### src/sv/rlit_pkg.sv
// Package with types and constants of the raster line IRQ timer.
package rlit_pkg;

	localparam int LINE_W     = 9;
	localparam int VIS_W      = 8;
	localparam int DOT_W      = 9;
	localparam int CFG_IDX_W  = 3;
	localparam int CFG_DATA_W = 9;

	localparam logic [LINE_W-1:0] LAST_LINE       = 9'd261;
	localparam logic [LINE_W-1:0] NMI_DELAY_LINES = 9'd8;
	localparam logic [VIS_W-1:0]  VIS_LINES_RST   = 8'd224;

	// Configuration register indexes
	typedef enum logic [CFG_IDX_W-1:0] {
		CFG_VIS_LINES_NEXT = 3'd0,
		CFG_VERT_IRQ_EN    = 3'd1,
		CFG_HORIZ_IRQ_EN   = 3'd2,
		CFG_VERT_IRQ_LINE  = 3'd3,
		CFG_HORIZ_IRQ_DOT  = 3'd4,
		CFG_NMI_EN         = 3'd5,
		CFG_AUTO_POLL_EN   = 3'd6
	} rlit_cfg_idx_t;

	typedef struct packed {
		logic [LINE_W-1:0] target_line;
		logic [DOT_W-1:0]  beam_dot;
		logic              irq_masked;
	} rlit_in_t;

	typedef struct packed {
		logic              nmi_raised;
		logic              irq_raised;
		logic              frame_end;
		logic              joypad_poll;
		logic              field_parity;
		logic [LINE_W-1:0] line_now;
	} rlit_out_t;

	typedef enum logic {
		ST_IDLE = 1'b0,
		ST_RUN  = 1'b1
	} rlit_state_t;

	// Commands from the controller to the datapath
	typedef struct packed {
		logic accept;
		logic advance;
		logic finish;
	} rlit_cmd_t;

	// Status from the datapath to the controller
	typedef struct packed {
		logic need_adv;
		logic out_busy;
	} rlit_status_t;

endpackage

### src/sv/rlit_ctrl.sv
// Controller state machine of the raster line IRQ timer.
module rlit_ctrl import rlit_pkg::*; (
	input  logic         clk,
	input  logic         arst_n,
	input  logic         in_valid,
	input  rlit_status_t status,
	output logic         in_stall,
	output rlit_cmd_t    cmd
);

	rlit_state_t state_q;
	rlit_state_t state_nxt;
	logic        ready;
	logic        finish;

	// Hold the state
	always_ff @(posedge clk or negedge arst_n) begin
		if (!arst_n) begin
			state_q <= ST_IDLE;
		end else begin
			state_q <= state_nxt;
		end
	end

	// Decide the next state
	always_comb begin
		state_nxt = state_q;
		case (state_q)
			ST_IDLE: begin
				if (in_valid) begin
					state_nxt = ST_RUN;
				end
			end
			ST_RUN: begin
				if (!status.need_adv && !status.out_busy) begin
					state_nxt = in_valid ? ST_RUN : ST_IDLE;
				end
			end
			default: state_nxt = ST_IDLE;
		endcase
	end

	// Drive the commands
	always_comb begin
		ready  = 1'b0;
		finish = 1'b0;
		cmd    = '0;
		case (state_q)
			ST_IDLE: begin
				ready = 1'b1;
			end
			ST_RUN: begin
				finish      = !status.need_adv && !status.out_busy;
				ready       = finish;
				cmd.advance = status.need_adv;
			end
			default: ready = 1'b0;
		endcase
		cmd.finish = finish;
		cmd.accept = ready && in_valid;
		in_stall   = !ready;
	end

endmodule

### src/sv/rlit_dp.sv
// Datapath of the raster line IRQ timer: line counter, events and IRQ match.
module rlit_dp import rlit_pkg::*; (
	input  logic                  clk,
	input  logic                  arst_n,
	input  logic                  cfg_we,
	input  logic [CFG_IDX_W-1:0]  cfg_index,
	input  logic [CFG_DATA_W-1:0] cfg_data,
	input  rlit_in_t              in_data,
	input  rlit_cmd_t             cmd,
	input  logic                  out_stall,
	output rlit_status_t          status,
	output logic                  out_valid,
	output rlit_out_t             out_data
);

	// Configuration registers
	logic [VIS_W-1:0]  vis_next_q;
	logic              vert_en_q;
	logic              horiz_en_q;
	logic [LINE_W-1:0] vert_line_q;
	logic [DOT_W-1:0]  horiz_dot_q;
	logic              nmi_en_q;
	logic              poll_en_q;

	// Timer state
	logic [LINE_W-1:0] line_q;
	logic [VIS_W-1:0]  vis_q;
	logic              vdone_q;
	logic              hdone_q;
	logic              armed_q;
	logic              field_q;

	// Current item
	logic [LINE_W-1:0] target_q;
	logic [DOT_W-1:0]  dot_q;
	logic              masked_q;
	logic              wrap_q;
	logic              ev_nmi_q;
	logic              ev_frame_q;
	logic              ev_poll_q;

	logic              out_valid_q;
	rlit_out_t         out_q;

	logic [LINE_W-1:0] target_clamp;
	logic [LINE_W-1:0] line_nxt;
	logic              at_zero;
	logic [VIS_W-1:0]  vis_eff;
	logic [LINE_W-1:0] vis_ext;
	logic              armed_eff;
	logic              hit_frame;
	logic              hit_poll;
	logic              hit_nmi;
	logic              vmatch;
	logic              hmatch;
	logic              irq_v;
	logic              irq_h;
	logic              irq;

	// Clamp the target to the last line
	assign target_clamp = (in_data.target_line > LAST_LINE) ? LAST_LINE : in_data.target_line;

	// Per-line events of one advance
	assign at_zero   = (line_q >= LAST_LINE);
	assign line_nxt  = at_zero ? '0 : line_q + LINE_W'(1);
	assign vis_eff   = at_zero ? vis_next_q : vis_q;
	assign vis_ext   = {1'b0, vis_eff};
	assign armed_eff = at_zero || armed_q;
	assign hit_frame = (line_nxt == vis_ext);
	assign hit_poll  = (line_nxt == vis_ext + LINE_W'(1)) && poll_en_q;
	assign hit_nmi   = (line_nxt == vis_ext + NMI_DELAY_LINES) && armed_eff;

	// IRQ match after catch-up
	assign vmatch = (target_q == vert_line_q) && !vdone_q;
	assign hmatch = (dot_q >= horiz_dot_q) && !hdone_q;
	always_comb begin
		irq_v = 1'b0;
		irq_h = 1'b0;
		if (!masked_q) begin
			if (vert_en_q && horiz_en_q) begin
				irq_v = vmatch && hmatch;
				irq_h = vmatch && hmatch;
			end else if (vert_en_q) begin
				irq_v = vmatch;
			end else if (horiz_en_q) begin
				irq_h = hmatch;
			end
		end
		irq = irq_v || irq_h;
	end

	assign status.need_adv = wrap_q || (target_q > line_q);
	assign status.out_busy = out_valid_q && out_stall;

	// Write configuration registers
	always_ff @(posedge clk or negedge arst_n) begin
		if (!arst_n) begin
			vis_next_q  <= VIS_LINES_RST;
			vert_en_q   <= 1'b0;
			horiz_en_q  <= 1'b0;
			vert_line_q <= '0;
			horiz_dot_q <= '0;
			nmi_en_q    <= 1'b0;
			poll_en_q   <= 1'b0;
		end else if (cfg_we) begin
			case (cfg_index)
				CFG_VIS_LINES_NEXT: vis_next_q  <= cfg_data[VIS_W-1:0];
				CFG_VERT_IRQ_EN:    vert_en_q   <= cfg_data[0];
				CFG_HORIZ_IRQ_EN:   horiz_en_q  <= cfg_data[0];
				CFG_VERT_IRQ_LINE:  vert_line_q <= cfg_data[LINE_W-1:0];
				CFG_HORIZ_IRQ_DOT:  horiz_dot_q <= cfg_data[DOT_W-1:0];
				CFG_NMI_EN:         nmi_en_q    <= cfg_data[0];
				CFG_AUTO_POLL_EN:   poll_en_q   <= cfg_data[0];
				default:            vis_next_q  <= vis_next_q;
			endcase
		end
	end

	// Advance the line counter and run the per-line events
	always_ff @(posedge clk or negedge arst_n) begin
		if (!arst_n) begin
			line_q     <= LAST_LINE;
			vis_q      <= VIS_LINES_RST;
			vdone_q    <= 1'b0;
			hdone_q    <= 1'b0;
			armed_q    <= 1'b0;
			field_q    <= 1'b0;
			wrap_q     <= 1'b0;
			ev_nmi_q   <= 1'b0;
			ev_frame_q <= 1'b0;
			ev_poll_q  <= 1'b0;
		end else begin
			if (cmd.advance) begin
				line_q  <= line_nxt;
				vis_q   <= vis_eff;
				hdone_q <= 1'b0;
				armed_q <= armed_eff && !hit_nmi;
				if (at_zero) begin
					vdone_q <= 1'b0;
					wrap_q  <= 1'b0;
				end
				if (hit_frame) begin
					field_q    <= !field_q;
					ev_frame_q <= 1'b1;
				end
				if (hit_poll) begin
					ev_poll_q <= 1'b1;
				end
				if (hit_nmi && nmi_en_q) begin
					ev_nmi_q <= 1'b1;
				end
			end
			if (cmd.finish) begin
				if (irq_v) begin
					vdone_q <= 1'b1;
				end
				if (irq_h) begin
					hdone_q <= 1'b1;
				end
			end
			// Start a new beat; finish never moves the line counter
			if (cmd.accept) begin
				wrap_q     <= (line_q > target_clamp);
				ev_nmi_q   <= 1'b0;
				ev_frame_q <= 1'b0;
				ev_poll_q  <= 1'b0;
			end
		end
	end

	// Capture the item
	always_ff @(posedge clk) begin
		if (cmd.accept) begin
			target_q <= target_clamp;
			dot_q    <= in_data.beam_dot;
			masked_q <= in_data.irq_masked;
		end
	end

	// Output register: load on finish, drop when taken
	always_ff @(posedge clk or negedge arst_n) begin
		if (!arst_n) begin
			out_valid_q <= 1'b0;
		end else if (cmd.finish) begin
			out_valid_q <= 1'b1;
		end else if (!out_stall) begin
			out_valid_q <= 1'b0;
		end
	end

	always_ff @(posedge clk) begin
		if (cmd.finish) begin
			out_q.nmi_raised   <= ev_nmi_q;
			out_q.irq_raised   <= irq;
			out_q.frame_end    <= ev_frame_q;
			out_q.joypad_poll  <= ev_poll_q;
			out_q.field_parity <= field_q;
			out_q.line_now     <= line_q;
		end
	end

	assign out_valid = out_valid_q;
	assign out_data  = out_q;

endmodule

### src/sv/raster_line_irq_timer.sv
// Top level of the raster line IRQ timer.
//
// The input channel (in_valid, in_stall, in_data) carries one beat per beam
// sample: target line, dot position and the CPU interrupt mask. The output
// channel (out_valid, out_stall, out_data) returns one result beat per input
// beat, in order: NMI, IRQ, frame end, joypad poll, field bit and line.
// Configuration registers are written through cfg_we, cfg_index, cfg_data
// while the block is idle; writes take effect on the next clock edge.
//
// An item is accepted, then the counter advances line by line up to its
// target; the line counter steps one line per cycle. The item finishes once
// no advance is left and the output register is free; the result is loaded
// there on finish, and the next item can be accepted in that same cycle. A
// catch-up may run across the frame wrap.
// Reset sets the counter to the last line, the visible count and its next value
// to 224 and clears the other flags and configuration. When the receiver stalls, the result
// waits in the output register; one further item can be taken and worked
// on meanwhile, and it then waits for the output to free up.
module raster_line_irq_timer import rlit_pkg::*; (
	input  logic                  clk,
	input  logic                  arst_n,
	input  logic                  cfg_we,
	input  logic [CFG_IDX_W-1:0]  cfg_index,
	input  logic [CFG_DATA_W-1:0] cfg_data,
	input  logic                  in_valid,
	output logic                  in_stall,
	input  rlit_in_t              in_data,
	output logic                  out_valid,
	input  logic                  out_stall,
	output rlit_out_t             out_data
);

	rlit_cmd_t    cmd;
	rlit_status_t status;

	rlit_ctrl u_ctrl (
		.clk      (clk),
		.arst_n   (arst_n),
		.in_valid (in_valid),
		.status   (status),
		.in_stall (in_stall),
		.cmd      (cmd)
	);

	rlit_dp u_dp (
		.clk       (clk),
		.arst_n    (arst_n),
		.cfg_we    (cfg_we),
		.cfg_index (cfg_index),
		.cfg_data  (cfg_data),
		.in_data   (in_data),
		.cmd       (cmd),
		.out_stall (out_stall),
		.status    (status),
		.out_valid (out_valid),
		.out_data  (out_data)
	);

endmodule

### config.mk
export PLATFORM = sky130hd
export DESIGN_NAME = raster_line_irq_timer
export DESIGN_NICKNAME = d
export VERILOG_FILES = /design/src/sv/rlit_pkg.sv /design/src/sv/rlit_ctrl.sv /design/src/sv/rlit_dp.sv /design/src/sv/raster_line_irq_timer.sv
export SDC_FILE = /design/constraint.sdc
export NUM_CORES = 1
export LEC_CHECK = 0
export ABC_AREA = 1
export ABC_CLOCK_PERIOD_IN_PS = 8670
export BUFFER_PORTS_ARGS = -buffer_cell sky130_fd_sc_hd__buf_4
export CAP_MARGIN = 20
export CORE_ASPECT_RATIO = 1.1
export CORE_MARGIN = 4
export CORE_UTILIZATION = 40
export CTS_CLUSTER_DIAMETER = 200
export DETAILED_ROUTE_END_ITERATION = 6
export PLACE_DENSITY = 0.58
export SETUP_SLACK_MARGIN = 0.5
export SLEW_MARGIN = 20
export SYNTH_ARGS = -nofsm -noshare
export SYNTH_HDL_FRONTEND = slang
export SYNTH_SLANG_ARGS = --single-unit
### constraint.sdc
create_clock -name clk -period 8.67 [get_ports clk]
set_input_delay 0.4335 -clock clk [delete_from_list [all_inputs] [get_ports clk]]
set_output_delay 0.4335 -clock clk [all_outputs]
set_load 0.05 [all_outputs]
Word level (Yosys, flattened, before mapping)
Cells that the tools add are included.
{"block": "word_totals", "romBits": 0, "ramBits": 0, "word_cells": 124, "output_inout_bits": 16, "regBits": 90, "memories": 0, "latchBits": 0}
{"block": "classes", "mul": 0, "n_addsub": 3, "shifts": 0, "reduce_logical": 39, "n_div": 0, "n_lt_le_gt_ge": 5, "bitwise": 1, "n_mux": 37, "n_eq_ne": 11}
{"operator": "$mux 1", "count": 32}
{"operator": "$eq 9x9->1", "count": 3}
{"operator": "$reduce_and 2->1", "count": 12}
{"operator": "$gt 9x9->1", "count": 2}
{"operator": "$mux 9", "count": 2}
{"operator": "$logic_and 1x1->1", "count": 11}
{"operator": "$reduce_bool 2->1", "count": 5}
{"operator": "$add 8x1->9 const B", "count": 1}
{"operator": "$add 8x4->9 const B", "count": 1}
{"operator": "$add 9x1->9 const B", "count": 1}
{"operator": "$eq 3x3->1 const B", "count": 3}
{"operator": "$eq 9x8->1", "count": 1}
{"operator": "$ge 9x9->1", "count": 1}
{"operator": "$ge 9x9->1 const B", "count": 1}
{"operator": "$gt 9x9->1 const B", "count": 1}
{"operator": "$mux 8", "count": 1}
{"operator": "$logic_not 1->1", "count": 7}
{"operator": "$eq 3x2->1 const B", "count": 2}
{"operator": "$pmux 1 s2", "count": 2}
{"operator": "$eq 3x1->1 const B", "count": 1}
{"operator": "$logic_not 3->1", "count": 1}
{"operator": "$logic_or 1x1->1", "count": 3}
{"operator": "$ne 2x1->1 const B", "count": 1}
{"operator": "$not 1->1", "count": 1}

Depth between registers and ports, before layout
Gate-level depths: netlist of the first run.
{"block": "logic_depth", "depth_word": 9, "depth_mapped": 21, "ltp_nobuf": 20}

Cells and area by module
Synthesis of the first run repeated with hierarchy kept, for this count alone.
{"block": "hier_totals", "hier_cells": 610, "hier_area_um2": 5114.9}
{"module": "rlit_dp", "cells_each": 599, "seq_area_each_um2": 2403.6, "n_inst": 1, "area_each_um2": 5038.6}
{"module": "rlit_ctrl", "cells_each": 11, "seq_area_each_um2": 25.0, "n_inst": 1, "area_each_um2": 76.3}

Worst setup path before layout of the first run
Ideal clock, no wire load.
{"block": "synth_timing", "path_type": "reg-to-reg", "start": "register u_dp.line_q[8]", "end": "register u_dp.dot_q[0] (enable)", "n_path_buf": 0, "path_stages_with_launch": 11, "slack_ns": 5.510, "t_arrival_ns": 2.758, "synth_period_minus_slack_ns": 3.160, "path_cell_list": "dfstp_2 inv_1 ha_1 nand2_1 nor2_1 nand4_1 nand2_1 o211ai_1 nand2_1 inv_1 nor2_1"}
{"element": "start, declared", "line_no": "rlit_dp.sv:26", "rtl": "logic [LINE_W-1:0] line_q;"}
{"element": "start signal, assigned", "line_no": "rlit_dp.sv:134", "rtl": "line_q <= line_nxt;"}
{"element": "end signal, assigned", "line_no": "rlit_dp.sv:175", "rtl": "dot_q <= in_data.beam_dot;"}
{"element": "end, declared", "line_no": "rlit_dp.sv:35", "rtl": "logic [DOT_W-1:0] dot_q;"}

Worst setup path in the final report of the first run
{"block": "layout_timing", "start": "register u_dp.line_q[8]", "end": "output port in_stall"}
{"block": "layout_via", "elab_chain_cells": 6}
{"element": "$gt 9x9->1", "line_no": "rlit_dp.sv:92", "rtl": "assign status.need_adv = wrap_q || (target_q > line_q);"}
{"element": "$logic_or 1x1->1", "line_no": "rlit_dp.sv:92"}
{"element": "$logic_not 1->1", "line_no": "rlit_ctrl.sv:53", "rtl": "finish = !status.need_adv && !status.out_busy;"}
{"element": "$logic_and 1x1->1", "line_no": "rlit_ctrl.sv:53"}
{"element": "$pmux 1 s2", "line_no": "rlit_ctrl.sv:48", "rtl": "case (state_q)"}
{"element": "$logic_not 1->1", "line_no": "rlit_ctrl.sv:61", "rtl": "in_stall = !ready;"}
{"element": "end, declared", "line_no": "raster_line_irq_timer.sv:26", "rtl": "output logic in_stall,"}
No other way between the ends.

==> flow_metrics.py, run 1 <==
metrics = {
    "outcome": {
        "status": "completed",
    },
    "logic_synthesis": {
        "syn_area_per_cell_um2": 8.46,
        "synth_nets": 667,
        "synthXorXnorAreaFrac_pct": 1.72,
        "yosysUniqueCellTypes": 39,
        "synth-simple-area-share_pct": 24.9,
        "synth_compound_gate_area_share_pct": 10.2,
        "synthTopCellsByCount": "156 x nand2_1, 82 x inv_1, 52 x o21ai_0",
        "synth.top_cell.area_share_pct": 23.6,
        "postSynthCellCount": 601,
        "synth-edff-count": 33,
        "ys_ff_latch": 90,
        "synth.most_common_cell": "nand2_1",
        "ys_seq_area_share_pct": 47.8,
        "synthAdderAreaFrac_pct": 7.38,
        "synth_top_family_by_area": "simple AND/OR/NAND/NOR gates",
        "synth_ff_type": "dfrtp_1",
        "ys_warn_count": 0,
        "ys_async_sr_fraction_pct": 63.3,
        "synth.area.mux_share_pct": 0,
        "synth_area_leader_cell": "dfrtp_1",
        "synth_area_mm2": 0.00508,
        "synth.area.top_cells": "dfrtp_1 24%, edfxtp_1 19%, nand2_1 12%",
    },
    "place": {
        "dpl_cell_area_mm2": 0.00560,
        "hpwl_um": 8910,
        "dpl.cell_count": 797,
        "place_congestion": 0.941,
        "port-buffer-count": 51,
    },
    "sta": {
        "max_slew_margin_pct": 49.8,
        "setup_tns_ns": 0,
        "clock_skew_ns": 0.0123,
        "fin_crit_sh_pct": 35.8,
        "post-route-min-period_ns": 3.10,
        "setup_viol": 0,
        "finalMaxSlewViolations": 0,
        "worst_pin_slew_ns": 0.753,
        "max_freq_mhz": 323,
        "rsz0062_at_grt": "false",
        "hold_viol_final": 0,
    },
    "global_route": {
        "busiest_layer": "met2",
        "grt_pass1_vias": 3896,
        "grt_use_total_pct": 16.9,
        "met2_usage_pct": 27.4,
        "grt_max_degree": 58,
        "grt_pass1_wl_um": 19200,
        "overflow": 0,
        "grtUsageMet3_pct": 2.78,
        "use_met1_pct": 22.1,
        "antenna_found_initial": 0,
    },
    "route": {
        "drtIter0Drc": 253,
        "postRouteWirelength_um": 11600,
        "ant_nets": 0,
        "vias_per_cell": 4.99,
        "drtPass1Iterations": 5,
        "drc": 0,
        "wl_per_cell_um": 14.2,
        "vias": 4060,
    },
    "cells_and_area": {
        "nNetsFinal": 720,
        "n_fill_cell": 1205,
        "stdcell_area_mm2": 0.00588,
        "drive_above_1_share_pct": 16.5,
        "num_antenna_cells": 0,
        "final_cells": 813,
        "register_area_mm2": 0.00243,
        "multiInputGateArea_mm2": 0.00225,
        "fin_util_pct": 48.0,
        "area_growth_pct": 15.7,
    },
    "critical_path": {
        "worst_setup_path_end_kind": "output port",
        "crit_path_start": "u_dp.line_q[8]",
        "crit_top_cell": "nand2_1",
        "arrival_ns": 2.67,
        "reg2reg_from": "u_dp.line_q[8]",
        "crit_fanout": 15,
        "regToRegSetupSlack_ns": 5.75,
        "worstRegToRegCells": 17,
        "critical_path_required_ns": 8.24,
        "crit_path_end": "in_stall",
        "crit_family": "flip-flops",
        "cp_cell_sequence": "inv_1 > ha_1 > nand2_1 > nor2_1 > nand4_1 > nand3_1 > nand2_1 > o211ai_1 > nand2_1 > inv_1 > buf_4",
        "crit_buf_inv": 3,
        "worst-path-stages": 11,
        "slowest_delay_ns": 0.74,
        "r2r-end": "u_dp.ev_poll_q",
        "critPathLaunchType": "flip-flop",
        "slowest_stage": "dfstp_2",
        "critPathKind": "reg -> out",
    },
    "clocking": {
        "post_cts_buffers": 0,
        "clk-insertion-delay-late_ns": 0.35,
        "cts_inserted_buffers": 9,
        "clock-sinks": 90,
        "cts_hold_buf": 0,
        "cts-resized-gates": 0,
        "clk_pin_slew_ns": 0.06,
        "cts_tree": "done",
        "cts-htree-levels": 3,
        "cts.path.max_buffers": 2,
        "cts_root_buf": "clkbuf_16",
    },
    "power": {
        "max-vdd-ir-drop_mv": 0.225,
        "leakage_nw": 2.81,
        "finalPower_w": 0.00158,
        "power_density_mw_per_mm2": 268,
    },
    "floorplanning": {
        "start_util_pct": 41.5,
        "core_mm2": 0.0122,
        "dieArea_mm2": 0.0146,
        "die_w_um": 116,
        "die_y_um": 126,
        "rows": 42,
        "ioPinCount": 52,
    },
    "flow_run": {
        "maxCapViolCount": 0,
    },
    "hold_path": {
        "hold_class": "in -> async",
    },
}
[cell usage in the layout (no fill, tap or decap), types with 8 or more instances in the layout]
cell       instances
ha_1              30
edfxtp_1          33
clkbuf_16         10
nand2_2           14
a21oi_1           20
nand3_1           34
buf_4             54
inv_1             82
dfrtp_1           48
o21ai_0           52
nor2_1            41
nand2_1          156
nand4_1            8
dfstp_2            9
[layout make-up]
class,instances,area share (%)
sequential,90,41.3
timing repair buffer,54,6.89
tap,154,3.28
clock inverter,3,0.404
inverter,85,5.51
clock buffer,13,4.44
multi-input combinational,414,38.2
[sequential cells by signal, indices dropped and copies added, names as in the netlist, 8 cells and up]
name              flops
u_dp.line_q           9
u_dp.out_data        14
u_dp.vis_next_q       8
u_dp.vert_line_q      9
u_dp.target_q         9
u_dp.vis_q            8
u_dp.horiz_dot_q      9
u_dp.dot_q            9
[worst min-delay path by stage]
stage | cells past startpoint | to | startpoint
finish | 1 | u_ctrl.state_q | arst_n
global route | 1 | u_ctrl.state_q | arst_n
CTS | 1 | u_ctrl.state_q | arst_n
detailed placement | 0 | u_dp.out_data[11] | u_dp.ev_frame_q
global placement | 0 | u_dp.out_data[11] | u_dp.ev_frame_q
floorplan | 0 | u_ctrl.state_q | arst_n
[layer usage]
metal / routed length, µm / part of all wire (%)
met5: 0 / 0
met4: 316 / 2.7
met3: 594 / 5.1
met2: 5510 / 48
met1: 5160 / 45
[kinds of logic (layout without fill, tap and decap cells)]
kind of cell	count (synthesis)	after routing
XOR/XNOR	10	10
flip-flops	90	90
buffers and inverters	97	155
AO/OA/AOI/OAI	95	95
AND/OR/NAND/NOR	279	279
adder cells (fa/ha/maj)	30	30
[through the flow]
step	setup WS, ns	hold slack [ns]
after CTS	5.57	0.180
after detailed placement	5.79	0.436
after global placement	5.84	0.436
final	5.57	0.149
after global routing	5.30	0.214
after floorplan	5.51	0.138
[power by group]
group          internal, W  total, W  switching (W)
Clock             0.000213  0.000374       0.000160
Sequential        0.000550  0.000622      0.0000713
Combinational     0.000195  0.000580       0.000385
(Power assumes the default switching activity.)
==> inputs of run 2 (changes only) <==
--- a/config.mk
+++ b/config.mk
@@ -5,8 +5,8 @@
 export SDC_FILE = /design/constraint.sdc
 export NUM_CORES = 1
 export LEC_CHECK = 0
-export ABC_AREA = 1
-export ABC_CLOCK_PERIOD_IN_PS = 8670
+export ABC_AREA = 0
+export ABC_CLOCK_PERIOD_IN_PS = 2600
 export BUFFER_PORTS_ARGS = -buffer_cell sky130_fd_sc_hd__buf_4
 export CAP_MARGIN = 20
 export CORE_ASPECT_RATIO = 1.1
@@ -14,7 +14,7 @@
 export CORE_UTILIZATION = 40
 export CTS_CLUSTER_DIAMETER = 200
 export DETAILED_ROUTE_END_ITERATION = 6
-export PLACE_DENSITY = 0.58
+export PLACE_DENSITY = 0.6
 export SETUP_SLACK_MARGIN = 0.5
 export SLEW_MARGIN = 20
 export SYNTH_ARGS = -nofsm -noshare
==> constraint.sdc (replaced) <==
create_clock -name clk -period 2.6 [get_ports clk]
set_input_delay 0.13 -clock clk [delete_from_list [all_inputs] [get_ports clk]]
set_output_delay 0.13 -clock clk [all_outputs]
set_load 0.05 [all_outputs]
==> flow_metrics.py, run 2 <==
metrics = {
    "clocking": {
        "clk_pin_slew_ns": 0.07,
        "cts_tree": "done",
        "cts_root_buf": "clkbuf_16",
        "cts_inserted_buffers": 9,
        "cts-htree-levels": 3,
        "cts.path.max_buffers": 2,
        "clock-sinks": 90,
        "clk-insertion-delay-late_ns": 0.34,
    },
    "critical_path": {
        "regToRegSetupSlack_ns": -0.01,
        "critPathLaunchType": "flip-flop",
        "critPathKind": "reg -> reg",
        "worst_setup_path_end_kind": "flip-flop",
        "reg2reg_from": "u_dp.line_q[3]",
        "worstRegToRegCells": 9,
        "r2r-end": "u_dp.ev_nmi_q",
        "critical_path_required_ns": 2.88,
        "crit_path_start": "u_dp.line_q[3]",
        "arrival_ns": 2.89,
        "crit_path_end": "u_dp.ev_nmi_q",
        "crit_fanout": 6,
    },
    "logic_synthesis": {
        "synth.area.top_cells": "dfrtp_1 25%, edfxtp_1 20%, ha_1 7.7%",
        "synth_nets": 504,
        "ys_warn_count": 0,
        "yosysUniqueCellTypes": 62,
        "ys_seq_area_share_pct": 50.1,
        "postSynthCellCount": 438,
        "synth_area_mm2": 0.00484,
        "synth.top_cell.area_share_pct": 24.8,
        "synth_ff_type": "dfrtp_1",
        "synthTopCellsByCount": "48 x dfrtp_1, 42 x nand2_1, 34 x inv_1",
        "synth_area_leader_cell": "dfrtp_1",
        "synth.most_common_cell": "dfrtp_1",
        "synth-edff-count": 33,
        "ys_async_sr_fraction_pct": 63.3,
        "syn_area_per_cell_um2": 11.1,
        "ys_ff_latch": 90,
    },
    "place": {
        "dpl.cell_count": 662,
        "place_congestion": 0.907,
        "hpwl_um": 8920,
        "port-buffer-count": 51,
        "dpl_cell_area_mm2": 0.00568,
    },
    "global_route": {
        "grt_max_degree": 58,
        "grt_use_total_pct": 19.0,
        "overflow": 0,
        "grt_pass1_vias": 3904,
        "antenna_found_initial": 0,
        "grt_pass1_wl_um": 20400,
    },
    "power": {
        "max-vdd-ir-drop_mv": 0.343,
        "leakage_nw": 2.84,
        "power_density_mw_per_mm2": 495,
    },
    "floorplanning": {
        "die_w_um": 113,
        "core_mm2": 0.0116,
        "rows": 41,
        "die_y_um": 123,
        "start_util_pct": 41.6,
        "dieArea_mm2": 0.0139,
        "ioPinCount": 52,
    },
    "outcome": {
        "status": "finished, violations left",
        "violations": "negative setup slack",
    },
    "route": {
        "wl_per_cell_um": 17.9,
        "drc": 0,
        "drtPass1Iterations": 4,
        "postRouteWirelength_um": 12900,
        "vias": 3821,
        "ant_nets": 0,
        "drtIter0Drc": 146,
        "vias_per_cell": 5.30,
    },
    "flow_run": {
        "maxCapViolCount": 0,
    },
    "cells_and_area": {
        "area_growth_pct": 40.0,
        "nNetsFinal": 632,
        "mostFrequentLayoutCells": "102 x buf_4, 43 x dfrtp_1, 41 x nand2_1",
        "final_cells": 721,
        "largest_register_ffs": 14,
        "stdcell_area_mm2": 0.00678,
        "fin_util_pct": 58.2,
        "drive_above_1_share_pct": 43.4,
        "num_antenna_cells": 0,
        "final_common_cell": "buf_4",
    },
    "sta": {
        "max_freq_mhz": 383,
        "post-route-min-period_ns": 2.61,
        "worst_pin_slew_ns": 0.753,
        "finalWorstSetupSlack_ns": -0.00991,
        "fin_crit_sh_pct": 100,
        "max_slew_margin_pct": 49.8,
        "rsz0062_at_grt": "true",
        "finalMaxSlewViolations": 0,
        "clock_skew_ns": 0.00815,
        "setup_viol": 1,
        "hold_viol_final": 0,
    },
    "hold_path": {
        "hold_class": "in -> reg",
    },
}
-- run 2: layout make-up --
cell class                      count  area, µm²
Timing Repair inverter              1       11.3
Fill cell                         955       4860
Timing Repair Buffer              131       1090
Clock buffer                       10        239
Multi-Input combinational cell    299       2610
Inverter                           34        140
Sequential cell                    90       2430
Clock inverter                      6       72.6
Tap cell                          150        188
-- run 2: cells by family after synthesis --
family / Yosys count / synth area share (%)
and+or+nand+nor: 122 / 12.8
adders and majority gates: 30 / 7.75
muxes: 31 / 7.13
AOI/OAI and AO/OA: 93 / 13.1
DFF: 90 / 50.1
xor gates and xnor gates: 23 / 4.16
buffers and inverters: 49 / 4.88
-- run 2: worst min path at each step --
| stage | to | startpoint | cells past startpoint | slack (ns) |
|---|---|---|---|---|
| 2_1_floorplan | u_ctrl.state_q | arst_n | 0 | -0.17 |
| 3_3_place_gp | u_dp.vis_q[3] | arst_n | 1 | 0.25 |
| 3_5_place_dp | u_dp.vis_q[3] | arst_n | 1 | 0.26 |
| 4_1_cts | u_dp.horiz_dot_q[8] | cfg_data[8] | 3 | 0.01 |
| 5_1_grt | u_dp.horiz_dot_q[4] | cfg_data[4] | 3 | 0.02 |
| 6_report | u_dp.horiz_dot_q[1] | cfg_data[1] | 3 | 0.02 |
-- run 2: what timing repair did --
action | CTS | global route
endpoints found under the setup margin | 62 | 62
pin swaps | 14 | 12
buffers inserted | 21 | 6
gates resized for setup | 54 | 47
hold buffers | 13 | 0
gates cloned | 3 | 0
hold endpoints to repair | 60 | 0
-- run 2: per-stage QoR --
step | power, W | hold WS (ns) | setup WS (ns) | TNS [ns]
3_3_place_gp | 0.00199 | 0.249 | 0.0287 | 0
5_1_grt | 0.00352 | 0.0192 | -0.0904 | -0.187
6_report | 0.00336 | 0.0220 | -0.00991 | -0.00991
4_1_cts | 0.00338 | 0.0119 | 0.0742 | 0
3_5_place_dp | 0.00200 | 0.260 | -0.0102 | -0.0102
2_1_floorplan | 0.00186 | -0.166 | -0.0603 | -0.0987
-- run 2: report_power, final --
group | leakage, nW | internal (W) | switching, W | total (W)
clock network | 0.150 | 0.000781 | 0.000571 | 0.00135
logic | 1.73 | 0.000191 | 0.000153 | 0.000344
registers | 0.964 | 0.00158 | 0.0000858 | 0.00166
-- run 2: routing by layer --
layer / vias to the layer above / wire [µm] / global-route usage (%) / share of wire (%)
met4: 0 / 386 / 8.72 / 3.0
met1: 1859 / 5590 / 24.2 / 43
met3: 29 / 512 / 3.82 / 4.0
li1: 1851 / - / - / -
met5: - / 0 / 0 / 0
met2: 82 / 6390 / 31.2 / 50
-- run 2: worst max-delay path: stages (launching register included) --
cell and delay, ns:
dfrtp_2 0.46, or4_4 0.57, o31ai_4 0.23, buf_6 0.18, mux2i_2 0.24, a221oi_2 0.10
a211o_1 0.33, nor3_2 0.20, a41oi_1 0.13, nor2_1 0.11
